[src/hdl/gsp_pkg.sv]
// Shared types, codes and helpers for the gear selector.
package gsp_pkg;

  localparam int LEVEL_W  = 12;
  localparam int TIME_W   = 32;
  localparam int WINDOW_W = 16;
  localparam int CFG_W    = 16;
  localparam int GEAR_W   = 2;
  localparam int LAMP_W   = 3;
  localparam int BYTE_W   = 8;
  localparam int NUM_BUTTONS = 3;
  localparam int SUM_W    = LEVEL_W + 2;

  localparam logic [1:0] MODE_SAMPLES = 2'd0;
  localparam logic [1:0] MODE_BUTTON  = 2'd1;
  localparam logic [1:0] MODE_TICK    = 2'd2;

  localparam logic [GEAR_W-1:0] GEAR_NEUTRAL = 2'd0;
  localparam logic [GEAR_W-1:0] GEAR_DRIVE   = 2'd1;
  localparam logic [GEAR_W-1:0] GEAR_REVERSE = 2'd2;

  localparam logic [LAMP_W-1:0] LAMP_NEUTRAL = 3'b001;
  localparam logic [LAMP_W-1:0] LAMP_REVERSE = 3'b010;
  localparam logic [LAMP_W-1:0] LAMP_DRIVE   = 3'b100;

  localparam logic REG_THRESHOLD = 1'b0;
  localparam logic REG_WINDOW    = 1'b1;

  localparam logic [LEVEL_W-1:0]  THRESHOLD_RESET = 12'd2200;
  localparam logic [WINDOW_W-1:0] WINDOW_RESET    = 16'd20;

  typedef struct packed {
    logic [LEVEL_W-1:0]  threshold;
    logic [WINDOW_W-1:0] window;
  } cfg_t;

  typedef struct packed {
    logic [GEAR_W-1:0]  gear_now;
    logic [LAMP_W-1:0]  led_lamps;
    logic [LEVEL_W-1:0] level_now;
    logic               shift_taken;
    logic               frame_valid;
    logic [BYTE_W-1:0]  frame_high;
    logic [BYTE_W-1:0]  frame_low;
  } res_t;

  function automatic logic [LAMP_W-1:0] lamps_for(input logic [GEAR_W-1:0] g);
    logic [LAMP_W-1:0] l;
    case (g)
      GEAR_DRIVE:   l = LAMP_DRIVE;
      GEAR_REVERSE: l = LAMP_REVERSE;
      default:      l = LAMP_NEUTRAL;
    endcase
    return l;
  endfunction

endpackage

[src/hdl/gsp_lane.sv]
// One button lane: last accepted press time and its debounce check.
module gsp_lane (
  input  logic                         clk,
  input  logic                         rst,
  input  logic [gsp_pkg::TIME_W-1:0]   now_ms,
  input  logic [gsp_pkg::WINDOW_W-1:0] window,
  input  logic                         commit,
  output logic                         ok
);
  import gsp_pkg::*;

  logic [TIME_W-1:0] last_time;
  logic [TIME_W-1:0] elapsed;

  assign elapsed = now_ms - last_time;
  assign ok = elapsed >= {{(TIME_W-WINDOW_W){1'b0}}, window};

  always_ff @(posedge clk) begin
    if (rst) begin
      last_time <= '0;
    end else if (commit) begin
      last_time <= now_ms;
    end
  end

endmodule

[src/hdl/gsp_core.sv]
// Gear and pedal state, button lanes and the merge of their results.
module gsp_core (
  input  logic                        clk,
  input  logic                        rst,
  input  logic                        take,
  input  gsp_pkg::cfg_t               cfg,
  input  logic [1:0]                  mode,
  input  logic [gsp_pkg::LEVEL_W-1:0] sample_a,
  input  logic [gsp_pkg::LEVEL_W-1:0] sample_b,
  input  logic [gsp_pkg::LEVEL_W-1:0] sample_c,
  input  logic [gsp_pkg::LEVEL_W-1:0] sample_d,
  input  logic [1:0]                  button,
  input  logic [gsp_pkg::TIME_W-1:0]  now_ms,
  output gsp_pkg::res_t               res
);
  import gsp_pkg::*;

  logic [GEAR_W-1:0]      gear, gear_next;
  logic [LEVEL_W-1:0]     level, level_next;
  logic [SUM_W-1:0]       sum;
  logic                   allow;
  logic [NUM_BUTTONS-1:0] sel, ok, commit;
  logic                   taken;

  assign sum = {2'b00, sample_a} + {2'b00, sample_b} + {2'b00, sample_c} + {2'b00, sample_d};

  assign allow = (mode == MODE_BUTTON) && (level < cfg.threshold) &&
                 ((button == GEAR_NEUTRAL) || (gear == GEAR_NEUTRAL));

  genvar i;
  generate
    for (i = 0; i < NUM_BUTTONS; i++) begin : g_lane
      assign sel[i]    = allow && (button == GEAR_W'(i));
      assign commit[i] = take && sel[i] && ok[i];
      gsp_lane u_lane (
        .clk    (clk),
        .rst    (rst),
        .now_ms (now_ms),
        .window (cfg.window),
        .commit (commit[i]),
        .ok     (ok[i])
      );
    end
  endgenerate

  assign taken = |(sel & ok);

  always_comb begin
    gear_next = gear;
    level_next = level;
    res = '0;
    case (mode)
      MODE_SAMPLES: level_next = sum[SUM_W-1:2];
      MODE_BUTTON: begin
        if (taken) gear_next = button;
        res.shift_taken = taken;
      end
      MODE_TICK: begin
        res.frame_valid = 1'b1;
        res.frame_high  = {gear, 2'b00, level[LEVEL_W-1:8]};
        res.frame_low   = level[7:0];
      end
      default: ;
    endcase
    res.gear_now  = gear_next;
    res.led_lamps = lamps_for(gear_next);
    res.level_now = level_next;
  end

  always_ff @(posedge clk) begin
    if (rst) begin
      gear  <= GEAR_NEUTRAL;
      level <= '0;
    end else if (take) begin
      gear  <= gear_next;
      level <= level_next;
    end
  end

endmodule

[src/hdl/gsp_skid.sv]
// Output register with one skid entry for result items.
module gsp_skid (
  input  logic          clk,
  input  logic          rst,
  input  logic          take,
  input  gsp_pkg::res_t res_in,
  output logic          full,
  output logic          out_valid,
  input  logic          out_stall,
  output gsp_pkg::res_t res_out
);
  import gsp_pkg::*;

  res_t skid_data;
  logic skid_valid;

  assign full = skid_valid;

  always_ff @(posedge clk) begin
    if (rst) begin
      out_valid  <= 1'b0;
      skid_valid <= 1'b0;
    end else if (!out_valid || !out_stall) begin
      if (skid_valid) begin
        out_valid  <= 1'b1;
        res_out    <= skid_data;
        skid_valid <= 1'b0;
      end else begin
        out_valid <= take;
        if (take) res_out <= res_in;
      end
    end else if (take) begin
      skid_valid <= 1'b1;
      skid_data  <= res_in;
    end
  end

endmodule

[src/hdl/gear_selector_with_pedal_interlock.sv]
// Top level: gear selector with pedal interlock, config registers and output staging.
//
//   channel   handshake              payload
//   input     in_valid / in_stall    mode, sample_a..d, button, now_ms
//   output    out_valid / out_stall  gear_now, led_lamps, level_now, shift_taken, frame_*
//   config    cfg_write              cfg_index, cfg_data
//
// One item per cycle while in_stall is low; each item yields one registered result.
// The three button lanes and the merge resolve a press in the accept cycle.
// Output register plus one skid entry: input stalls only while the skid is full.
// Synchronous reset: neutral gear, level 0, press times 0, threshold 2200, window 20.
module gear_selector_with_pedal_interlock (
  input  logic                         clk,
  input  logic                         rst,
  input  logic                         cfg_write,
  input  logic                         cfg_index,
  input  logic [gsp_pkg::CFG_W-1:0]    cfg_data,
  input  logic                         in_valid,
  output logic                         in_stall,
  input  logic [1:0]                   mode,
  input  logic [gsp_pkg::LEVEL_W-1:0]  sample_a,
  input  logic [gsp_pkg::LEVEL_W-1:0]  sample_b,
  input  logic [gsp_pkg::LEVEL_W-1:0]  sample_c,
  input  logic [gsp_pkg::LEVEL_W-1:0]  sample_d,
  input  logic [1:0]                   button,
  input  logic [gsp_pkg::TIME_W-1:0]   now_ms,
  output logic                         out_valid,
  input  logic                         out_stall,
  output logic [gsp_pkg::GEAR_W-1:0]   gear_now,
  output logic [gsp_pkg::LAMP_W-1:0]   led_lamps,
  output logic [gsp_pkg::LEVEL_W-1:0]  level_now,
  output logic                         shift_taken,
  output logic                         frame_valid,
  output logic [gsp_pkg::BYTE_W-1:0]   frame_high,
  output logic [gsp_pkg::BYTE_W-1:0]   frame_low
);
  import gsp_pkg::*;

  cfg_t cfg;
  res_t res, res_q;
  logic take, full;

  always_ff @(posedge clk) begin
    if (rst) begin
      cfg.threshold <= THRESHOLD_RESET;
      cfg.window    <= WINDOW_RESET;
    end else if (cfg_write) begin
      case (cfg_index)
        REG_THRESHOLD: cfg.threshold <= cfg_data[LEVEL_W-1:0];
        REG_WINDOW:    cfg.window    <= cfg_data[WINDOW_W-1:0];
        default: ;
      endcase
    end
  end

  assign in_stall = full;
  assign take = in_valid && !full;

  gsp_core u_core (
    .clk      (clk),
    .rst      (rst),
    .take     (take),
    .cfg      (cfg),
    .mode     (mode),
    .sample_a (sample_a),
    .sample_b (sample_b),
    .sample_c (sample_c),
    .sample_d (sample_d),
    .button   (button),
    .now_ms   (now_ms),
    .res      (res)
  );

  gsp_skid u_skid (
    .clk       (clk),
    .rst       (rst),
    .take      (take),
    .res_in    (res),
    .full      (full),
    .out_valid (out_valid),
    .out_stall (out_stall),
    .res_out   (res_q)
  );

  assign gear_now    = res_q.gear_now;
  assign led_lamps   = res_q.led_lamps;
  assign level_now   = res_q.level_now;
  assign shift_taken = res_q.shift_taken;
  assign frame_valid = res_q.frame_valid;
  assign frame_high  = res_q.frame_high;
  assign frame_low   = res_q.frame_low;

endmodule
[config.mk]
export PLATFORM = sky130hd
export DESIGN_NAME = gear_selector_with_pedal_interlock
export DESIGN_NICKNAME = d
export VERILOG_FILES = /design/src/hdl/gsp_pkg.sv /design/src/hdl/gsp_lane.sv /design/src/hdl/gsp_core.sv /design/src/hdl/gsp_skid.sv /design/src/hdl/gear_selector_with_pedal_interlock.sv
export SDC_FILE = /design/constraint.sdc
export NUM_CORES = 1
export LEC_CHECK = 0
export ABC_AREA = 1
export BUFFER_PORTS_ARGS = -buffer_cell sky130_fd_sc_hd__buf_2
export CORE_ASPECT_RATIO = 1.1
export CORE_MARGIN = 2
export CORE_UTILIZATION = 36
export CTS_CLUSTER_SIZE = 12
export DETAILED_ROUTE_END_ITERATION = 7
export GPL_ROUTABILITY_DRIVEN = 0
export PLACE_DENSITY = 0.52
export SLEW_MARGIN = 25
export SYNTH_ARGS = -nofsm -noshare
export SYNTH_HDL_FRONTEND = slang
export SYNTH_SLANG_ARGS = --single-unit
export TNS_END_PERCENT = 30
[constraint.sdc]
create_clock -name clk -period 3.75 [get_ports clk]
set_input_delay 0.375 -clock clk [delete_from_list [all_inputs] [get_ports clk]]
set_output_delay 0.375 -clock clk [all_outputs]
set_load 0.005 [all_outputs]
==> impl_metrics.ini <==
[drt]
first_pass_iters = 6
ant_nets = 0
drt_iter0_drc = 882
wl_mm = 58.4
vias = 18400
wl_per_cell_um = 15.0
viasPerCell = 4.70
drc = 0

[placement]
place_area_sq_um = 21400
dp_slack_ns = -0.421
dpl.hpwl_mm = 47.1
place.port_buffers = 140

[cts]
cts_buffers = 28
clkLatencyLatePin_ns = 0.59
cts_root_buffer = clkbuf_16
clock-sinks = 206
cts_buffer_depth = 3
h-tree-depth = 1
clkTransAtPathRegs_ns = 0.06
cts_tree = yes

[final_layout]
drive_gt1_frac = 0.223
utilization = 0.472
syn_to_final_growth_pct = 30.2
num-nets-final = 3525
postLayoutCellArea_sq_um = 23500

[power_and_ir_drop]
vdd_drop_max_v = 0.000298
powerDensity_nw_per_um2 = 338
p_leak_nw = 12.2
power_mw = 7.96

[synth]
avgSynthCellArea_sq_um = 6.39
synth-seq-cells = 206
synth_top_area_share = 0.189
netlist_area_sq_um = 18100
synth_edf_count = 66
synth_top_cells_by_area = nand2_1 (19%), dfxtp_1 (16%), ha_1 (12%), inv_1 (12%), edfxtp_1 (11%)
synth_top_cells_by_count = nand2_1 (910), inv_1 (592), nor2_1 (214)
synth.most_common_cell = nand2_1
ys_warn_count = 0
yosysSeqAreaShare = 0.265
synth_ff_type = dfxtp_1
syn_inst = 2825
synth.distinct_cells = 49
synth-async-reset-ratio = 0
synth_largest_area_cell = nand2_1

[setup_path]
r2r-end = u_core.g_lane[0].u_lane.last_time[11]
r2r_slack_ns = 0.14
crit_type = flop to flop
r2r_start = u_core.g_lane[0].u_lane.last_time[2]
worst_setup_path_start_kind = flop
critical_path.startpoint = u_core.g_lane[0].u_lane.last_time[2]
worst-r2r-cell-count = 26
arrival_ns = 4.12
critPathMaxFanout = 25
critPathRequiredTime_ns = 4.25
crit_path_end_kind = flop

[sta]
finalCritPeriodShare = 0.964
fmaxAchievable_ghz = 0.277
max-slew-margin-rel = 0.344
slew_viol_final = 0
worstMarginPinSlew_ns = 0.981
worst_slack_ns = 0.135
holdWs_ns = 0.0508
min_period_ns = 3.61
skew_ns = 0.0287
setup_viol = 0
rsz0062_at_grt = yes
hold_viol = 0

[grt]
grt_usage = 0.217
grt_pass1_wl_mm = 89.1
overflow = 0
grt_max_degree = 57
grt_pass1_vias = 17200
antenna_found_initial = 2

[die]
die_area_sq_um = 52000
start_util = 0.362
die_y_um = 239
core-area_sq_um = 49800
io_pins = 143
die_w_um = 218
rows = 86

[run]
maxCapViolCount = 0

[hold_path]
hp-start = out_stall
min_path_type = input pin to flop
min_to = u_skid.full
min_path_cells = 3

[outcome]
status = completed
==> kinds of logic after synthesis <==
group                    synth area share
AND/OR/NAND/NOR                     0.300
buffers and inverters               0.140
other                            0.000208
AO/OA/AOI/OAI                       0.124
XOR/XNOR                           0.0301
adder cells (fa/ha/maj)             0.141
flip-flops                          0.265
==> metal layers <==
layer | global-route usage | share of wire
met4 | 0.0955 | 0.053
met2 | 0.396 | 0.49
met1 | 0.254 | 0.42
met5 | 0 | 0
met3 | 0.0249 | 0.037
==> where the power goes <==
part / internal, mW / switching [mW]
Combinational: 1.20 / 1.63
Clock: 1.62 / 1.06
Sequential: 2.42 / 0.0341
==> stage by stage <==
step                instances  TNS [ns]
finish                   3904         0
global route             3904     -1.10
global placement         3832     -6.00
detailed placement       3832    -12.25
floorplan                2826         0
CTS                      3888         0
==> worst max-delay path by stage <==
stage	depth (start not counted)	slack (ns)	endpoint
after floorplan	21	0.04	u_skid.res_out[29]
after global placement	27	-0.38	u_skid.res_out[30]
after detailed placement	21	-0.42	u_skid.res_out[28]
after CTS	28	0.01	u_skid.res_out[30]
after global routing	27	-0.09	u_skid.res_out[30]
final	26	0.14	u_core.g_lane[0].u_lane.last_time[11]
==> worst max-delay path, stage by stage (launching register included) <==
cell and delay (ns):
dfxtp_1 0.33, inv_2 0.05, ha_4 0.29, buf_4 0.11, nand2_1 0.07, nor2_2 0.17, buf_4 0.14, nand3_1 0.07
nand3_2 0.10, xor2_1 0.16, ha_1 0.25, inv_1 0.07, nor3_1 0.05, nor3_1 0.13, nand2_1 0.08, nand2_1 0.06
nand3_1 0.07, nor2_1 0.09, nand2_1 0.07, nor2_2 0.12, nand2_2 0.12, buf_6 0.14, buf_4 0.13, nand3_4 0.19
buf_12 0.20, o21ai_1 0.07, a21oi_1 0.16
==> cell usage in the layout (no fill, tap or decap), types with 68 or more instances in the layout <==
cell type	synthesis	final
nand2_1	910	843
inv_1	592	568
buf_4	7	267
nor2_1	214	196
a21oi_1	191	179
buf_2	10	140
ha_1	178	137
dfxtp_1	140	136
nand3_1	85	74
nand2_2	10	68
o21ai_1	61	68
==> timing repair <==
action	4_1_cts	5_1_grt
pin swaps	18	63
endpoints found under the setup margin	4	106
setup buffers	9	12
gates cloned	0	3
hold buffers	0	0
gates resized for setup	24	199
endpoints found under the hold margin	0	0
==> layout make-up <==
cell class	instances	area [sq um]
fill	5222	26300
multi-input combinational	1970	11800
sequential	206	4790
timing repair buffer	420	2960
inverter	599	2250
tap	660	826
clock buffer	40	807
clock inverter	7	111
antenna	2	5.00
==> flip-flops by register name, indices dropped and copies added, names as in the netlist <==
signal	flops
cfg	28
u_core.gear	2
u_core.level	12
u_core.g_lane.u_lane.last_time	96
u_skid.skid_data	33
u_skid.out_valid	1
u_skid.res_out	33
u_skid.full	1
No activity file was read; power rests on OpenSTA's default activity.
